<file path="src/rtl/core/dlbk_pkg.sv">
// ----------------------------------------------------------------------------
// dlbk_pkg: shared types and constants of the dual LFSR block key generator
// Holds the request and response words, the sequencer states, the lane
// control word, the LFSR polynomials and the fixed selector/key table.
// ----------------------------------------------------------------------------
`default_nettype none

package dlbk_pkg;

  localparam int unsigned LfsrWidth = 32;
  localparam int unsigned KeyWidth  = 12;
  localparam int unsigned NumKeys   = 16;
  localparam int unsigned MaxSteps  = 4;

  localparam logic [LfsrWidth-1:0] PolyA   = 32'h8001fff9;
  localparam logic [LfsrWidth-1:0] PolyB   = 32'h8f0f0f0e;
  localparam logic [LfsrWidth-1:0] TapMask = 32'h00110000;

  localparam logic ActInit    = 1'b0;
  localparam logic ActAdvance = 1'b1;

  typedef struct packed {
    logic        action;
    logic [15:0] host_val;
    logic [15:0] stream_key;
    logic [7:0]  key_selector;
    logic [15:0] frame_val;
  } req_word_t;

  typedef struct packed {
    logic [11:0] blk_key;
    logic        bad_selector;
  } rsp_word_t;

  typedef enum logic [1:0] {
    S_IDLE,
    S_RUN,
    S_DONE
  } seq_state_t;

  typedef struct packed {
    logic load;   // take the seed value
    logic start;  // clear the step and tap counters
    logic run;    // step while the loop condition holds
  } lane_ctrl_t;

  typedef struct packed {
    logic       hit;
    logic [31:0] key;
  } lookup_t;

  typedef logic [7:0]  sel_array_t [NumKeys];
  typedef logic [31:0] key_array_t [NumKeys];

  localparam sel_array_t SelTable = '{
    8'h55, 8'hff, 8'h89, 8'h23, 8'h33, 8'h99, 8'heb, 8'h41,
    8'hef, 8'h45, 8'h2b, 8'h81, 8'h8b, 8'h21, 8'h4b, 8'he1
  };

  localparam key_array_t KeyTable = '{
    32'hc480cc39, 32'h444c4991, 32'h38d13bf2, 32'hf160787d,
    32'h6a7c3b83, 32'h19c832fd, 32'h4e998d9f, 32'hb5bde57b,
    32'hc1c42917, 32'hf8253852, 32'h41d0a606, 32'hd59dc21a,
    32'h989517a1, 32'h508a4265, 32'h7553d94c, 32'h5a83df4f
  };

  // The first matching entry wins.
  function automatic lookup_t key_lookup(input logic [7:0] sel);
    lookup_t res;
    res.hit = 1'b0;
    res.key = '0;
    for (int i = NumKeys - 1; i >= 0; i--) begin
      if (SelTable[i] == sel) begin
        res.hit = 1'b1;
        res.key = KeyTable[i];
      end
    end
    return res;
  endfunction

endpackage

`default_nettype wire

</file>
<file path="src/rtl/core/dual_lfsr_block_key_generator_core.sv">
// ----------------------------------------------------------------------------
// dual_lfsr_block_key_generator_core: 12-bit block key generator
// An init word looks up the key selector, derives the constant key and seeds
// both LFSRs, then advances once; an advance word steps both LFSRs again.
// ----------------------------------------------------------------------------
// Usage:
//   The request channel (req, req_valid, req_stall) takes one word per item.
//   The response channel (rsp, rsp_valid, rsp_stall) returns exactly one word
//   per item, carrying the new block key and the bad selector flag.
//   Both LFSR lanes step in parallel, one shift per cycle; each takes two to
//   four shifts depending on its tap bits, so the shift loop sets the rate.
//   An init word with an unknown selector skips the shift loop and changes
//   neither the LFSRs nor the constant and current block keys.
//   One item is in work at a time; req_stall is high in every state but idle,
//   so while it runs and while its finished response waits to be loaded.
//   A stalled response holds its word until it is taken.
//   Synchronous reset clears both LFSRs, the constant key and the current
//   block key to zero and empties the response register.
// ----------------------------------------------------------------------------
`default_nettype none

module dual_lfsr_block_key_generator_core (
  input  wire logic                clk,
  input  wire logic                rst,
  input  wire dlbk_pkg::req_word_t req,
  input  wire logic                req_valid,
  output      logic                req_stall,
  output      dlbk_pkg::rsp_word_t rsp,
  output      logic                rsp_valid,
  input  wire logic                rsp_stall
);
  import dlbk_pkg::*;

  seq_state_t state, state_next;
  lane_ctrl_t lane_ctrl;
  lookup_t    lookup;

  logic                 req_accept;
  logic                 rsp_free;
  logic                 is_init;
  logic                 bad;
  logic                 bad_next;
  logic [KeyWidth-1:0]  constant_key;
  logic [KeyWidth-1:0]  constant_key_next;
  logic [KeyWidth-1:0]  current_block_key;
  logic [LfsrWidth-1:0] seed_base;
  logic [LfsrWidth-1:0] seed_a;
  logic [LfsrWidth-1:0] seed_b;
  logic [LfsrWidth-1:0] lfsr_a;
  logic [LfsrWidth-1:0] lfsr_b;
  logic                 active_a;
  logic                 active_b;
  logic                 rsp_load;
  logic                 key_update;

  assign req_accept = req_valid && !req_stall;
  assign rsp_free   = !rsp_valid || !rsp_stall;
  assign is_init    = (req.action == ActInit);
  assign lookup     = key_lookup(req.key_selector);

  // Constant key and seeds, from the request word and the table key.
  always_comb begin
    constant_key_next = {4'h0, lookup.key[23:16] & req.stream_key[15:8]}
                      ^ {6'h00, req.stream_key[5:0] & lookup.key[31:26]}
                      ^ {lookup.key[27:24] | req.host_val[3:0], 8'h00}
                      ^ {req.host_val[11:6], 6'h00};
    seed_base = {req.frame_val, 16'h0000} ^ {8'h00, req.host_val, 8'h00}
              ^ {16'h0000, req.stream_key};
    seed_a    = seed_base ^ {12'h000, lookup.key[7:0], 12'h000};
    seed_b    = seed_base ^ {12'h000, lookup.key[15:8], 12'h000};
  end

  dlbk_lfsr_lane u_lane_a (
    .clk    (clk),
    .rst    (rst),
    .ctrl   (lane_ctrl),
    .poly   (PolyA),
    .seed   (seed_a),
    .value  (lfsr_a),
    .active (active_a)
  );

  dlbk_lfsr_lane u_lane_b (
    .clk    (clk),
    .rst    (rst),
    .ctrl   (lane_ctrl),
    .poly   (PolyB),
    .seed   (seed_b),
    .value  (lfsr_b),
    .active (active_b)
  );

  // Next state.
  always_comb begin
    state_next = state;
    unique case (state)
      S_IDLE: begin
        if (req_accept) begin
          if (is_init && !lookup.hit) begin
            state_next = S_DONE;
          end else begin
            state_next = S_RUN;
          end
        end
      end
      S_RUN: begin
        if (!active_a && !active_b) begin
          state_next = S_DONE;
        end
      end
      S_DONE: begin
        if (rsp_free) begin
          state_next = S_IDLE;
        end
      end
      default: state_next = S_IDLE;
    endcase
  end

  // Outputs of the sequencer.
  always_comb begin
    req_stall      = 1'b1;
    lane_ctrl      = '0;
    key_update     = 1'b0;
    rsp_load       = 1'b0;
    bad_next       = bad;
    unique case (state)
      S_IDLE: begin
        req_stall = 1'b0;
        if (req_accept) begin
          bad_next = is_init && !lookup.hit;
          if (!is_init || lookup.hit) begin
            lane_ctrl.start = 1'b1;
            lane_ctrl.load  = is_init;
          end
        end
      end
      S_RUN: begin
        lane_ctrl.run = 1'b1;
        key_update    = !active_a && !active_b;
      end
      S_DONE: begin
        rsp_load = rsp_free;
      end
      default: begin
        req_stall = 1'b1;
      end
    endcase
  end

  always_ff @(posedge clk) begin
    if (rst) begin
      state             <= S_IDLE;
      bad               <= 1'b0;
      constant_key      <= '0;
      current_block_key <= '0;
      rsp_valid         <= 1'b0;
    end else begin
      state <= state_next;
      bad   <= bad_next;
      if (req_accept && is_init && lookup.hit) begin
        constant_key <= constant_key_next;
      end
      if (key_update) begin
        current_block_key <= constant_key ^ lfsr_a[KeyWidth-1:0]
                           ^ {6'h00, lfsr_b[5:0]};
      end
      if (rsp_load) begin
        rsp_valid <= 1'b1;
      end else if (!rsp_stall) begin
        rsp_valid <= 1'b0;
      end
    end
  end

  always_ff @(posedge clk) begin
    if (rsp_load) begin
      rsp.blk_key      <= current_block_key;
      rsp.bad_selector <= bad;
    end
  end

endmodule

`default_nettype wire

</file>
<file path="src/rtl/core/dlbk_lfsr_lane.sv">
// ----------------------------------------------------------------------------
// dlbk_lfsr_lane: one LFSR with its step sequencer
// Shifts the value right by one position per cycle while run is set, folding
// in the polynomial if bit 0 is set, while steps < MaxSteps and xcount+3 >= 2*steps.
// ----------------------------------------------------------------------------
`default_nettype none

module dlbk_lfsr_lane (
  input  wire logic                          clk,
  input  wire logic                          rst,
  input  wire dlbk_pkg::lane_ctrl_t          ctrl,
  input  wire logic [dlbk_pkg::LfsrWidth-1:0] poly,
  input  wire logic [dlbk_pkg::LfsrWidth-1:0] seed,
  output      logic [dlbk_pkg::LfsrWidth-1:0] value,
  output      logic                          active
);
  import dlbk_pkg::*;

  logic [2:0]           steps;
  logic [2:0]           xcount;
  logic [LfsrWidth-1:0] value_next;
  logic                 tap_hit;

  assign tap_hit    = |(value & TapMask);
  assign value_next = (value >> 1) ^ (value[0] ? poly : '0);
  assign active     = (steps != 3'(MaxSteps)) &&
                      (({1'b0, xcount} + 4'd3) >= {steps, 1'b0});

  always_ff @(posedge clk) begin
    if (rst) begin
      value  <= '0;
      steps  <= '0;
      xcount <= '0;
    end else begin
      if (ctrl.load) begin
        value <= seed;
      end else if (ctrl.run && active) begin
        value <= value_next;
      end
      if (ctrl.start) begin
        steps  <= '0;
        xcount <= '0;
      end else if (ctrl.run && active) begin
        steps  <= steps + 3'd1;
        xcount <= xcount + {2'b00, tap_hit};
      end
    end
  end

endmodule

`default_nettype wire

</file>
<file path="config.mk">
export PLATFORM = sky130hd
export DESIGN_NAME = dual_lfsr_block_key_generator_core
export DESIGN_NICKNAME = d
export VERILOG_FILES = /design/src/rtl/core/dlbk_pkg.sv /design/src/rtl/core/dual_lfsr_block_key_generator_core.sv /design/src/rtl/core/dlbk_lfsr_lane.sv
export SDC_FILE = /design/constraint.sdc
export NUM_CORES = 1
export LEC_CHECK = 0
export ABC_AREA = 1
export BUFFER_PORTS_ARGS = -buffer_cell sky130_fd_sc_hd__buf_2
export CAP_MARGIN = 20
export CORE_MARGIN = 2
export CORE_UTILIZATION = 34
export CTS_CLUSTER_DIAMETER = 100
export CTS_CLUSTER_SIZE = 10
export DETAILED_ROUTE_END_ITERATION = 7
export GPL_ROUTABILITY_DRIVEN = 0
export PLACE_DENSITY_LB_ADDON = 0.2
export REMOVE_ABC_BUFFERS = 1
export SYNTH_ARGS = -nofsm -noshare
export SYNTH_HDL_FRONTEND = slang
export SYNTH_SLANG_ARGS = --single-unit
</file>
<file path="constraint.sdc">
create_clock -name clk -period 6.9 [get_ports clk]
set_input_delay 0.345 -clock clk [delete_from_list [all_inputs] [get_ports clk]]
set_output_delay 0.345 -clock clk [all_outputs]
set_load 0.05 [all_outputs]
</file>
# ---- After elaboration in Yosys (flattened, before gate mapping)
# Cells that the tools add are included.
dict set report word_totals {
  word_cells 120
  reg_bits 117
  output_inout_bits 15
}
dict set report op_classes {
  addsub 6
  n_reduce_logical 24
  mux 36
  n_lt_le_gt_ge 2
  bitwise_logic 15
  eq_ne 24
}
# op n
set op_table {}
lappend op_table {{2-to-1 mux 33 bit} 16}
lappend op_table {{2-to-1 mux 32 bit} 6}
lappend op_table {{equality test 8 bit (first input constant)} 8}
lappend op_table {{XOR 31 x 32 -> 32 bit} 2}
lappend op_table {{XOR 32 x 20 -> 32 bit} 2}
lappend op_table {{equality test 6 x 8 -> 1 bit (first input constant)} 4}
lappend op_table {{equality test 7 x 8 -> 1 bit (first input constant)} 4}
lappend op_table {{XOR 32 x 16 -> 32 bit} 1}
lappend op_table {{XOR 32 x 24 -> 32 bit} 1}
lappend op_table {{XOR 12 bit} 2}
lappend op_table {{2-to-1 mux 2 bit} 7}
lappend op_table {{XOR 12 x 6 -> 12 bit} 1}
lappend op_table {{XOR 8 x 12 -> 12 bit} 1}
lappend op_table {{logical AND 1 bit} 9}
lappend op_table {{adder 3 x 2 -> 4 bit (second input constant)} 2}
lappend op_table {{bitwise AND 8 bit} 1}
lappend op_table {{greater-or-equal comparator 4 bit} 2}
lappend op_table {{XOR 8 x 6 -> 8 bit} 1}
lappend op_table {{adder 3 x 1 -> 3 bit} 2}
lappend op_table {{adder 3 x 1 -> 3 bit (second input constant)} 2}
lappend op_table {{bitwise AND 6 bit} 1}
lappend op_table {{2-to-1 mux 1 bit} 6}
lappend op_table {{!= test 2 bit (second input constant)} 3}
lappend op_table {{!= test 3 bit (second input constant)} 2}
lappend op_table {{13 further kinds} 21}

# ---- Longest topological paths before layout
dict set report logic_depth {
  depth_word 22
  mapped_depth 14
}

# ---- Modules after synthesis
# From an unflattened synthesis, not the netlist that was laid out.
dict set report unflattened {
  cells_unflattened 1078
  area_unflattened_um2 7785.0
}
# module cells_per_inst area_each_um2 n_inst seq_area_each_um2
set modules_own_cells {}
lappend modules_own_cells {dlbk_lfsr_lane 340 2482.4 2 760.7}
lappend modules_own_cells {dual_lfsr_block_key_generator_core 398 2820.2 1 950.9}

# ---- Least setup slack after synthesis
# OpenSTA, ideal clock, no wires.
dict set report synth_timing {
  path_kind {flip-flop to flip-flop}
  startpoint {register u_lane_b.xcount[0]}
  endpoint {register u_lane_b.value[14] (netlist bit)}
  stages_incl_launch_ff 14
  path_buffers 1
  slack_ns 4.615
  arrival_ns 2.215
  synth_period_minus_slack_ns 2.285
  setup_time_ns 0.070
  required_ns 6.830
  path_cell_list {dfxtp_1 inv_1 ha_1 xnor2_1 ha_1 nand2_1 o211ai_1 nand3_1 inv_1 clkbuf_1 nand2_1 nand2_1 o21ai_1 a21oi_1}
}
dict set report synth_via {
  elab_chain_cells 5
}
# element line
set synth_lines {}
lappend synth_lines {{start, declared} dlbk_lfsr_lane.sv:20} ;# logic [2:0] xcount;
lappend synth_lines {{start signal, assigned} dlbk_lfsr_lane.sv:45} ;# xcount <= xcount + {2'b00, tap_hit};
lappend synth_lines {{adder 3 x 2 -> 4 bit} dlbk_lfsr_lane.sv:27} ;# (({1'b0, xcount} + 4'd3) >= {steps, 1'b0});
lappend synth_lines {{greater-or-equal comparator 4 bit} dlbk_lfsr_lane.sv:27}
lappend synth_lines {{logical AND 1 bit} dlbk_lfsr_lane.sv:26} ;# assign active = (steps != 3'(MaxSteps)) &&
lappend synth_lines {{logical AND 1 bit} dlbk_lfsr_lane.sv:37} ;# end else if (ctrl.run && active) begin
lappend synth_lines {{nonzero test 2 bit (no line)} -}
lappend synth_lines {{end signal, assigned} dlbk_lfsr_lane.sv:38} ;# value <= value_next;
lappend synth_lines {{end, declared} dlbk_lfsr_lane.sv:14} ;# output logic [dlbk_pkg::LfsrWidth-1:0] value,
# Every way passes these cells.
# A chain may end at the register's enable or synchronous reset.

# ---- Worst setup path in the final report
dict set report layout_timing {
  startpoint {register u_lane_a.xcount[0]}
  endpoint {register u_lane_a.xcount[2]}
}
dict set report layout_via {
  elab_chain_cells 4
  word_cells_on_any_way 5
}
# element line
set layout_lines {}
lappend layout_lines {{start, declared} dlbk_lfsr_lane.sv:20}
lappend layout_lines {{start signal, assigned} dlbk_lfsr_lane.sv:45}
lappend layout_lines {{adder 3 x 2 -> 4 bit} dlbk_lfsr_lane.sv:27}
lappend layout_lines {{greater-or-equal comparator 4 bit} dlbk_lfsr_lane.sv:27}
lappend layout_lines {{logical AND 1 bit} dlbk_lfsr_lane.sv:26}
lappend layout_lines {{logical AND 1 bit} dlbk_lfsr_lane.sv:43} ;# end else if (ctrl.run && active) begin
# Parallel ways exist; a longest one is shown, timed or not.

==> impl_metrics.py <==
metrics = {
    "cts": {
        "cts_max_level": 4,
        "cts_tree": "done",
        "cts_buffer_depth": 2,
        "cts_root_buffer": "clkbuf_16",
        "path_clk_slew_ns": 0.06,
        "cts_hold_buf": 0,
        "worstSkewPairLatency_ns": 0.42,
        "clock-sinks": 117,
        "numCtsBuffers": 17,
        "cts_setup_buffers": 0,
        "cts.repair.resized": 0,
    },
    "timing": {
        "relSlewSlack_pct": 29.33,
        "finalClockSkew_ns": 0.008426,
        "holdWs_ns": 0.2405,
        "drv_slew": 0,
        "tightest_slew_ns": 1.059,
        "fin_crit_ns": 2.675,
        "setup-violations-final": 0,
        "max_freq_mhz": 373.8,
        "period_share_pct": 38.77,
        "rsz0062_at_grt": "no",
        "hold_viol": 0,
        "fin_tns_setup_ns": 0,
    },
    "yosys": {
        "yosys.area.top_type": "dfxtp_1",
        "synth_area_sq_um": 6974,
        "ys_seq_area_share_pct": 35.45,
        "synth_top_area_share_pct": 29.85,
        "synth.distinct_cells": 36,
        "syn_area_per_cell_sq_um": 6.912,
        "synth_seq_cells": 117,
        "ys_warn_count": 0,
        "synth.area.top_cells": "dfxtp_1 (30%), nand2_1 (12%), nor2_1 (7.2%)",
        "netlist_instances": 1009,
    },
    "layout": {
        "most-common-layout-cells": "nand2_1 (220), nor2_1 (134), dfxtp_1 (104)",
        "final_common_cell": "nand2_1",
        "area_growth_pct": 17.01,
        "insertedDiodeCount": 0,
        "fin_area_sq_um": 8160,
        "nets": 1145,
        "drive_gt1_share_pct": 14.25,
    },
    "route": {
        "drc": 0,
        "wire_per_inst_um": 14.43,
        "vias": 6514,
        "postRouteAntennaNets": 0,
        "drt_wl_total_um": 19500,
        "viasPerCell": 4.822,
        "dr.pass1.iters": 6,
        "drtIter0Drc": 681,
    },
    "min_path": {
        "hold_path_depth": 3,
        "hold_class": "in -> reg",
    },
    "grt": {
        "overflow": 0,
        "grt_usage_pct": 18.40,
        "grt_pass1_vias": 6098,
        "grt_first_pass_wirelength_um": 31600,
        "antenna_found_initial": 0,
        "grt_start_max_net_pins": 65,
    },
    "floorplan": {
        "core_area_sq_um": 20170,
        "num_rows": 52,
        "die_area_sq_um": 21670,
        "die_w_um": 147.2,
        "io_pins": 76,
        "die_h_um": 147.2,
        "start_util_pct": 34.58,
    },
    "pwr": {
        "vdd_drop_max_mv": 0.1921,
        "p_switching_w": 0.0005550,
        "swShare_pct": 27.82,
        "powerDensity_nw_per_um2": 244.5,
        "p_int_w": 0.001440,
        "pwr-share-clk_pct": 45.8,
        "sequentialPowerShare_pct": 38.3,
        "p_leak_nw": 3.904,
        "comb_power_share_pct": 15.9,
    },
    "worst_setup_path": {
        "end_kind": "flip-flop",
        "r2r_cells": 12,
        "crit_required_ns": 7.25,
        "worstSetupStartpointType": "flip-flop",
        "critPathMaxFanout": 23,
        "crit_arrival_ns": 3.02,
        "worstSetupPathType": "reg -> reg",
    },
    "placed_design": {
        "post-dp-hpwl_um": 13730,
        "portBuffers": 75,
        "placed_area_sq_um": 7527,
    },
    "outcome": {
        "status": "finished, final reports clean",
    },
    "flow_run": {
        "cap_violations": 0,
    },
}
-- cell usage after synthesis (all sizes together) --
master and n:
a21oi 73, a22o 1, buf 21, clkbuf 21, dfxtp 104, edfxtp 13
ha 16, inv 99, nand2 238, nand3 72, nand3b 4, nand4 14
nor2 146, nor3 11, nor3b 2, o211ai 2, o21a 2, o21ai 83
o21bai 2, o22a 1, or2 2, xnor2 51, xor2 31
-- sequential cells by signal (all words and copies together), names as in the netlist --
| name | cells |
|---|---|
| rsp | 13 |
| u_lane_a.xcount | 3 |
| constant_key | 12 |
| u_lane_b.value | 32 |
| u_lane_a.value | 32 |
| rsp_valid | 1 |
| current_block_key | 12 |
| u_lane_a.steps | 3 |
| bad | 1 |
| u_lane_b.xcount | 3 |
| u_lane_b.steps | 3 |
| state | 2 |
-- worst max-delay path: stages (launching register included) --
cell,delay (ns)
dfxtp_1,0.40
inv_1,0.06
ha_1,0.20
xnor2_1,0.12
ha_1,0.30
nand2_1,0.05
o211ai_1,0.22
nand3_1,0.13
inv_1,0.66
nand2_1,0.14
xnor2_1,0.18
inv_1,0.05
nor2_1,0.09
-- power by group through the flow --
stage,registers [W],logic [W],clock network [W]
floorplan,0.000801,0.000190,0
global placement,0.000779,0.000316,0
detailed placement,0.000779,0.000316,0
CTS,0.000765,0.000318,0.000931
global route,0.000770,0.000356,0.000957
finish,0.000764,0.000316,0.000914
-- metrics by stage --
stage | instances | worst slack, ns | total power (W) | utilization, %
after floorplan | 967 | 4.018 | 0.0009910 | -
after global placement | 1318 | 3.910 | 0.001094 | 37.32
after detailed placement | 1318 | 3.843 | 0.001095 | 37.32
after CTS | 1350 | 4.167 | 0.002014 | 40.32
after global routing | 1351 | 3.865 | 0.002082 | 40.46
final | 1351 | 4.225 | 0.001995 | 40.46
-- cell families (layout without fill, tap and decap cells) --
family	after synthesis	after routing	share of synthesized area [%]
AOI/OAI and AO/OA	164	164	12.09
xor gates and xnor gates	82	82	10.30
adders and majority gates	16	16	2.870
buffers and inverters	141	213	8.270
DFF	117	117	35.45
and+or+nand+nor	489	489	31.02
-- cell type report --
type,instances,area [sq um]
clock buffers,25,485.5
clock inverters,7,120.1
fillers,2197,12010
inverters,99,371.6
multi-input cells,751,3925
flip-flops and latches,117,2472
well taps,270,337.8
repair buffers,82,447.9
-- path summary, 6_finish.rpt --
path                              from                 end  slack (ns)
hold reg to reg   current_block_key[3]              rsp[4]        0.42
setup reg to reg    u_lane_a.xcount[0]  u_lane_a.xcount[2]        4.22
setup / recovery    u_lane_a.xcount[0]  u_lane_a.xcount[2]        4.22
hold / removal                 req[49]     constant_key[9]        0.24
-- per-layer routing --
layer  wire [um]  up-vias  track usage [%]
met5           0        -                0
met4         431        0            6.538
met3         957       36            3.571
met2        8726      185            29.23
met1        9383     2937            24.96
li1            -     3356                -
No activity file was read; power rests on OpenSTA's default activity.
